[src/eot_pkg.sv]
`default_nettype none

package eot_pkg;

  // Table geometry
  localparam int unsigned FloorCount  = 4;
  localparam int unsigned FloorW      = 2;
  localparam int unsigned DistW       = 3;
  localparam int unsigned ButtonTypes = 3;

  // Distance code meaning "no order in that direction"
  localparam logic [DistW-1:0] DistNone = DistW'(FloorCount);

  // Button type codes carried in clear_button
  typedef enum logic [1:0] {
    BTN_UP   = 2'd0,
    BTN_DOWN = 2'd1,
    BTN_CAB  = 2'd2
  } btn_e;

  // Input beat
  typedef struct packed {
    logic [FloorCount-1:0] up_pressed;
    logic [FloorCount-1:0] down_pressed;
    logic [FloorCount-1:0] cab_pressed;
    logic                  clear_valid;
    logic [1:0]            clear_button;
    logic [FloorW-1:0]     clear_floor;
    logic                  clear_everything;
    logic [FloorW-1:0]     car_floor;
  } eot_in_t;

  // Output beat
  typedef struct packed {
    logic [FloorCount-1:0] up_lamps;
    logic [FloorCount-1:0] down_lamps;
    logic [FloorCount-1:0] cab_lamps;
    logic [DistW-1:0]      cab_dist_up;
    logic [DistW-1:0]      cab_dist_down;
    logic [DistW-1:0]      hall_dist_up;
    logic [DistW-1:0]      hall_dist_down;
    logic                  order_above;
    logic                  order_below;
  } eot_out_t;

  // The three order masks
  typedef struct packed {
    logic [FloorCount-1:0] up;
    logic [FloorCount-1:0] down;
    logic [FloorCount-1:0] cab;
  } eot_orders_t;

  // Distance queries for one floor
  typedef struct packed {
    logic [DistW-1:0] cab_up;
    logic [DistW-1:0] cab_down;
    logic [DistW-1:0] hall_up;
    logic [DistW-1:0] hall_down;
  } eot_dist_t;

endpackage

`default_nettype wire

[src/eot_table.sv]
`default_nettype none

module eot_table
  import eot_pkg::*;
(
  input  wire logic        clk_i,
  input  wire logic        rst_ni,
  input  wire logic        upd_en_i,
  input  wire eot_in_t     item_i,
  output eot_orders_t      orders_d_o
);

  localparam logic [FloorCount-1:0] AllFloors  = '1;
  localparam logic [FloorCount-1:0] UpExists   = AllFloors >> 1;
  localparam logic [FloorCount-1:0] DownExists = AllFloors << 1;

  eot_orders_t orders_q, orders_d;
  eot_orders_t cleared;
  logic [FloorCount-1:0] clr_bit;
  logic clr_ok;

  // clear-all, then single clear, then presses
  always_comb begin
    cleared = item_i.clear_everything ? '0 : orders_q;
    clr_ok  = item_i.clear_valid && (32'(item_i.clear_floor) < FloorCount);
    clr_bit = FloorCount'(1) << item_i.clear_floor;
    if (clr_ok) begin
      case (item_i.clear_button)
        BTN_UP:   cleared.up   = cleared.up   & ~clr_bit;
        BTN_DOWN: cleared.down = cleared.down & ~clr_bit;
        BTN_CAB:  cleared.cab  = cleared.cab  & ~clr_bit;
        default:  ;
      endcase
    end
    orders_d.up   = cleared.up   | (item_i.up_pressed   & UpExists);
    orders_d.down = cleared.down | (item_i.down_pressed & DownExists);
    orders_d.cab  = cleared.cab  | (item_i.cab_pressed  & AllFloors);
  end

  // table state moves with each beat handed to the result register
  always_ff @(posedge clk_i or negedge rst_ni) begin
    if (!rst_ni) begin
      orders_q <= '0;
    end else if (upd_en_i) begin
      orders_q <= orders_d;
    end
  end

  assign orders_d_o = orders_d;

endmodule

`default_nettype wire

[src/eot_query.sv]
`default_nettype none

module eot_query
  import eot_pkg::*;
(
  input  wire eot_orders_t  orders_i,
  input  wire logic [FloorW-1:0] cur_i,
  output eot_dist_t         dist_o
);

  logic [FloorCount-1:0] hall;
  logic [FloorW:0] idx_up, idx_dn;

  // nearest set bit above and below; scan far to near so the nearest wins
  always_comb begin
    hall   = orders_i.up | orders_i.down;
    dist_o = '{cab_up: DistNone, cab_down: DistNone,
               hall_up: DistNone, hall_down: DistNone};
    idx_up = '0;
    idx_dn = '0;
    for (int d = FloorCount - 1; d >= 1; d--) begin
      idx_up = {1'b0, cur_i} + (FloorW+1)'(d);
      idx_dn = {1'b0, cur_i} - (FloorW+1)'(d);
      if (32'(idx_up) < FloorCount) begin
        if (orders_i.cab[idx_up[FloorW-1:0]]) dist_o.cab_up  = DistW'(d);
        if (hall[idx_up[FloorW-1:0]])         dist_o.hall_up = DistW'(d);
      end
      if (32'(cur_i) >= 32'(d)) begin
        if (orders_i.cab[idx_dn[FloorW-1:0]]) dist_o.cab_down  = DistW'(d);
        if (hall[idx_dn[FloorW-1:0]])         dist_o.hall_down = DistW'(d);
      end
    end
  end

endmodule

`default_nettype wire

[src/elevator_order_table_unit.sv]
// Channel | Direction | Handshake                 | Payload
// in      | input     | in_valid_i / in_ready_o   | in_data_i  (eot_in_t)
// out     | output    | out_valid_o / out_ready_i | out_data_o (eot_out_t)
//
// Two register stages: an input register, then the result register, which raises
// out_valid_o; one beat per cycle is sustained while out_ready_i is high. The order
// table updates as a beat moves into the result register. Reset clears the order
// table and both valid flags. A stalled out beat holds the result; one further in
// beat is still taken into the input register.
`default_nettype none

module elevator_order_table_unit
  import eot_pkg::*;
(
  input  wire logic     clk_i,
  input  wire logic     rst_ni,
  input  wire logic     in_valid_i,
  output logic          in_ready_o,
  input  wire eot_in_t  in_data_i,
  output logic          out_valid_o,
  input  wire logic     out_ready_i,
  output eot_out_t      out_data_o
);

  logic        in_valid_q;
  eot_in_t     in_data_q;
  logic        out_valid_q;
  eot_out_t    out_data_q, out_data_d;
  logic        advance;
  eot_orders_t orders_d;
  eot_dist_t   dists;

  // stage handshake
  assign advance    = in_valid_q && (!out_valid_q || out_ready_i);
  assign in_ready_o = !in_valid_q || advance;

  // input register
  always_ff @(posedge clk_i or negedge rst_ni) begin
    if (!rst_ni) begin
      in_valid_q <= 1'b0;
    end else if (in_ready_o) begin
      in_valid_q <= in_valid_i;
    end
  end

  always_ff @(posedge clk_i) begin
    if (in_valid_i && in_ready_o) begin
      in_data_q <= in_data_i;
    end
  end

  eot_table u_table (
    .clk_i      (clk_i),
    .rst_ni     (rst_ni),
    .upd_en_i   (advance),
    .item_i     (in_data_q),
    .orders_d_o (orders_d)
  );

  eot_query u_query (
    .orders_i (orders_d),
    .cur_i    (in_data_q.car_floor),
    .dist_o   (dists)
  );

  // result assembly
  always_comb begin
    out_data_d.up_lamps       = orders_d.up;
    out_data_d.down_lamps     = orders_d.down;
    out_data_d.cab_lamps      = orders_d.cab;
    out_data_d.cab_dist_up    = dists.cab_up;
    out_data_d.cab_dist_down  = dists.cab_down;
    out_data_d.hall_dist_up   = dists.hall_up;
    out_data_d.hall_dist_down = dists.hall_down;
    out_data_d.order_above    = (dists.cab_up != DistNone) || (dists.hall_up != DistNone);
    out_data_d.order_below    = (dists.cab_down != DistNone) || (dists.hall_down != DistNone);
  end

  // result register
  always_ff @(posedge clk_i or negedge rst_ni) begin
    if (!rst_ni) begin
      out_valid_q <= 1'b0;
    end else if (advance) begin
      out_valid_q <= 1'b1;
    end else if (out_ready_i) begin
      out_valid_q <= 1'b0;
    end
  end

  always_ff @(posedge clk_i) begin
    if (advance) begin
      out_data_q <= out_data_d;
    end
  end

  assign out_valid_o = out_valid_q;
  assign out_data_o  = out_data_q;

endmodule

`default_nettype wire

[config.mk]
export PLATFORM = sky130hd
export DESIGN_NAME = elevator_order_table_unit
export DESIGN_NICKNAME = d
export VERILOG_FILES = /design/src/eot_pkg.sv /design/src/eot_table.sv /design/src/eot_query.sv /design/src/elevator_order_table_unit.sv
export SDC_FILE = /design/constraint.sdc
export NUM_CORES = 1
export LEC_CHECK = 0
export BUFFER_PORTS_ARGS = -buffer_cell sky130_fd_sc_hd__buf_2
export CORE_ASPECT_RATIO = 0.6
export CORE_MARGIN = 1
export CORE_UTILIZATION = 34
export DETAILED_ROUTE_END_ITERATION = 10
export MAX_ROUTING_LAYER = met4
export SYNTH_ARGS = -nofsm -noshare
export SYNTH_HDL_FRONTEND = slang
export SYNTH_SLANG_ARGS = --single-unit
[constraint.sdc]
create_clock -name clk_i -period 3 [get_ports clk_i]
set_input_delay 0.45 -clock clk_i [delete_from_list [all_inputs] [get_ports clk_i]]
set_output_delay 0.45 -clock clk_i [all_outputs]
set_load 0.01 [all_outputs]
==> run_results.csv <==
group,metric,value,unit
setup_path,cpMostUsedCell,"nand2_1",
place,place_congestion,0.845,
flow_run,drv_cap,0,
die,dieHeight,72.7,um
clock_tree,cts-hold-fix-buffers,0,
place,port_buffers,49,
clock_tree,numCtsBuffers,9,
finish,n_antenna_cell,0,
setup_path,start_kind,"register",
finish,fillerInstances,747,
global_routing,grt_pass1_wl,9.00,mm
synth,ys_async_sr_fraction,0.241,
setup_path,timing.rr.start,"in_data_q[1]$_DFFE_PP_",
clock_tree,clk_latency,0.33,ns
synth,synth_edf_count,44,
routing,firstDrtPassIters,4,
sta,finalSetupViolations,0,
sta,tns,0,ns
die,dieWidth,120,um
synth,yosysSeqAreaShare,0.590,
setup_path,crit_arrival,2.60,ns
synth,synth_top_area_frac,0.466,
finish,drive_above_1_share,0.392,
setup_path,crit_fanout,12,
power,max-vdd-ir-drop,0.000300,V
global_routing,grt_max_degree,20,
clock_tree,clk_path_buf_depth,2,
clock_tree,cts_setup_buffers,0,
setup_path,worst_setup_path_end_kind,"register",
clock_tree,root_buffer,"clkbuf_16",
die,io_pins,52,
setup_path,cpMaxStageDelayCell,"edfxtp_1",
finish,design_area,3480,sq um
synth,ys_types,59,
clock_tree,clk_pin_slew_worst_paths,0.05,ns
routing,via_per_inst,4.92,
place,hpwl,4.11,mm
synth,syn_area,2830,sq um
clock_tree,cts_tree,"yes",
routing,route.detailed.drc,0,
synth,yosys.area.top_type,"edfxtp_1",
setup_path,cpPeakStageDelay,0.48,ns
finish,syn_to_final_growth,22.7,%
sta,fin_skew,0.00503,ns
synth,syn_inst,206,
global_routing,grt.total_usage,0.148,
synth,ys_warn_count,0,
synth,synth_ff_type,"edfxtp_1",
routing,wl_per_cell,14.9,um
global_routing,grt_antenna_before_repair,0,
sta,fin_crit,2.53,ns
sta,post-route-period-util,0.844,
sta,rsz0062_at_grt,"false",
global_routing,grt-ovfl-total,0,
die,start_util,0.355,
power,power.density,678,nW/um^2
sta,clock.fmax,395,MHz
sta,slew_viol_final,0,
clock_tree,cts_resized,0,
synth,avgSynthCellArea,13.8,sq um
place,dpl_cell_area,3190,sq um
min_path,min_path_type,"in -> async",
status,status,"complete, no violations",
routing,vias,1851,
sta,max_slew.worst_pin.slew,0.823,ns
die,core_area,7980,sq um
synth,synth_fp_nets,233,
die,dieArea,8710,sq um
setup_path,path_buf_inv,1,
setup_path,crit_required,3.07,ns
routing,ant_nets,0,
sta,finalHoldViolations,0,
sta,relSlewSlack,0.451,
setup_path,path_delay_family,"compound AO/OA/AOI/OAI gates",
finish,final_nets,290,
routing,wirelength,5.61,mm
power,leakagePower,1.34,nW
clock_tree,clock-sinks,58,
synth,ys_ff_latch,58,
setup_path,critPathKind,"reg -> reg",
die,rows,25,
routing,drtIter0Drc,130,
clock_tree,h-tree-depth,3,
global_routing,grt_pass1_vias,1677,
setup_path,worstPathCellList,"inv_1 -> ha_1 -> nor2_1 -> nand2_1 -> a41oi_1 -> a31oi_1 -> a211oi_1 -> nand2_1",
setup_path,crit_path_start,"in_data_q[1]$_DFFE_PP_",
synth,synthTopCellsByArea,"edfxtp_1 (47%), dfrtp_1 (12%), mux2_2 (4.0%), a2bb2oi_2 (3.7%), nand2_1 (1.7%)",
## path summary, 6_finish.rpt
check,slack (ns),endpoint,cells after the start
max,0.47,out_data_o[0]$_DFFE_PP_,8
min,0.03,u_table.orders_q[9]$_DFFE_PN0P_,1
max reg2reg,0.47,out_data_o[0]$_DFFE_PP_,8
min reg2reg,0.48,out_valid_o$_DFFE_PN0P_,1
max in group asynchronous,2.71,u_table.orders_q[8]$_DFFE_PN0P_,1
min in group clk_i,0.30,in_data_q[5]$_DFFE_PP_,1
## state kept, by name, summed over array words and instances, names as in the netlist
name and cells:
in_data_q 18, in_valid_q 1, out_valid_o 1, u_table.orders_q 12, out_data_o 26
## cells in the mapped netlist (3+ instances only)
cell type,n
edfxtp_1,44
inv_1,12
nor2_1,7
nor2b_1,6
nand2b_1,7
a2bb2oi_2,7
nand3b_1,3
nand2_1,13
a21oi_1,7
a211oi_1,3
a31oi_1,4
dfrtp_1,14
nor3_2,4
nand3_1,4
nor3_1,4
o21ai_0,4
ha_1,3
mux2_2,10
## worst register-to-register path: cells and delay by family (launching register included)
family          cells  cell delay (ns)
simple gates        3             0.35
compound gates      3             0.82
fa+ha+maj           1             0.47
flops               1             0.48
buf+inv             1             0.16
## cell families after synthesis
logic type | count (synthesis) | synth area share
adder cells (fa/ha/maj) | 3 | 0.0133
AND/OR/NAND/NOR | 72 | 0.180
flip-flops | 58 | 0.590
buffers and inverters | 18 | 0.0327
AO/OA/AOI/OAI | 44 | 0.141
multiplexers | 11 | 0.0433
## through the flow
stage                util  std cells  power (W)  setup WS, ns  hold WS (ns)
detailed placement  0.400        360    0.00139         0.523         0.383
global route        0.436        376    0.00246         0.214        0.0530
global placement    0.400        360    0.00138         0.524         0.383
CTS                 0.436        376    0.00238         0.506        0.0350
finish              0.436        376    0.00236         0.468        0.0294
floorplan               -        206    0.00128         0.749         0.154
## cell type report
type                    count  area [sq um]  share of cell area
multi-input cells         130          1070               0.307
flip-flops and latches     58          1670               0.481
clock buffers              13           250              0.0720
clock inverters             3          38.8              0.0112
repair buffers             52           268              0.0770
inverters                  12          45.0              0.0130
well taps                 108           135              0.0389
## report_power, final
group	switching, W	internal (W)
combinational	0.000198	0.000158
sequential	0.0000460	0.000973
clock	0.000324	0.000659
total	0.000567	0.00179
## layout by cell type (no fill, tap or decap), types with 2 or more instances in the layout
| master | synthesis | routed |
|---|---|---|
| a2bb2oi_2 | 7 | 7 |
| clkbuf_16 | 0 | 9 |
| nand2_1 | 13 | 13 |
| or2_2 | 2 | 2 |
| a211oi_1 | 3 | 3 |
| buf_4 | 2 | 3 |
| o21ai_0 | 4 | 4 |
| and2b_1 | 2 | 2 |
| nor2_1 | 7 | 7 |
| dfrtp_1 | 14 | 14 |
| nand3b_1 | 3 | 3 |
| nor2b_1 | 6 | 6 |
| a21oi_1 | 7 | 7 |
| a31oi_1 | 4 | 4 |
| nor3_1 | 4 | 4 |
| a21o_1 | 2 | 2 |
| nor4_4 | 2 | 2 |
| ha_1 | 3 | 3 |
| inv_1 | 12 | 12 |
| nand2b_1 | 7 | 7 |
| nor3_2 | 4 | 4 |
| nand3_1 | 4 | 4 |
| and3b_4 | 2 | 2 |
| clkbuf_1 | 2 | 3 |
| o21bai_1 | 2 | 2 |
| buf_2 | 0 | 49 |
| edfxtp_1 | 44 | 44 |
| mux2_2 | 10 | 10 |
| nand4_1 | 2 | 2 |
## per-layer routing
layer	wire length, um	global-route usage	vias to the layer above
met3	473	0.0531	11
met5	0	-	-
met1	2940	0.209	873
met4	104	0.0750	0
met2	2080	0.180	70
li1	-	-	897
Power figures use the tool's default switching activity.
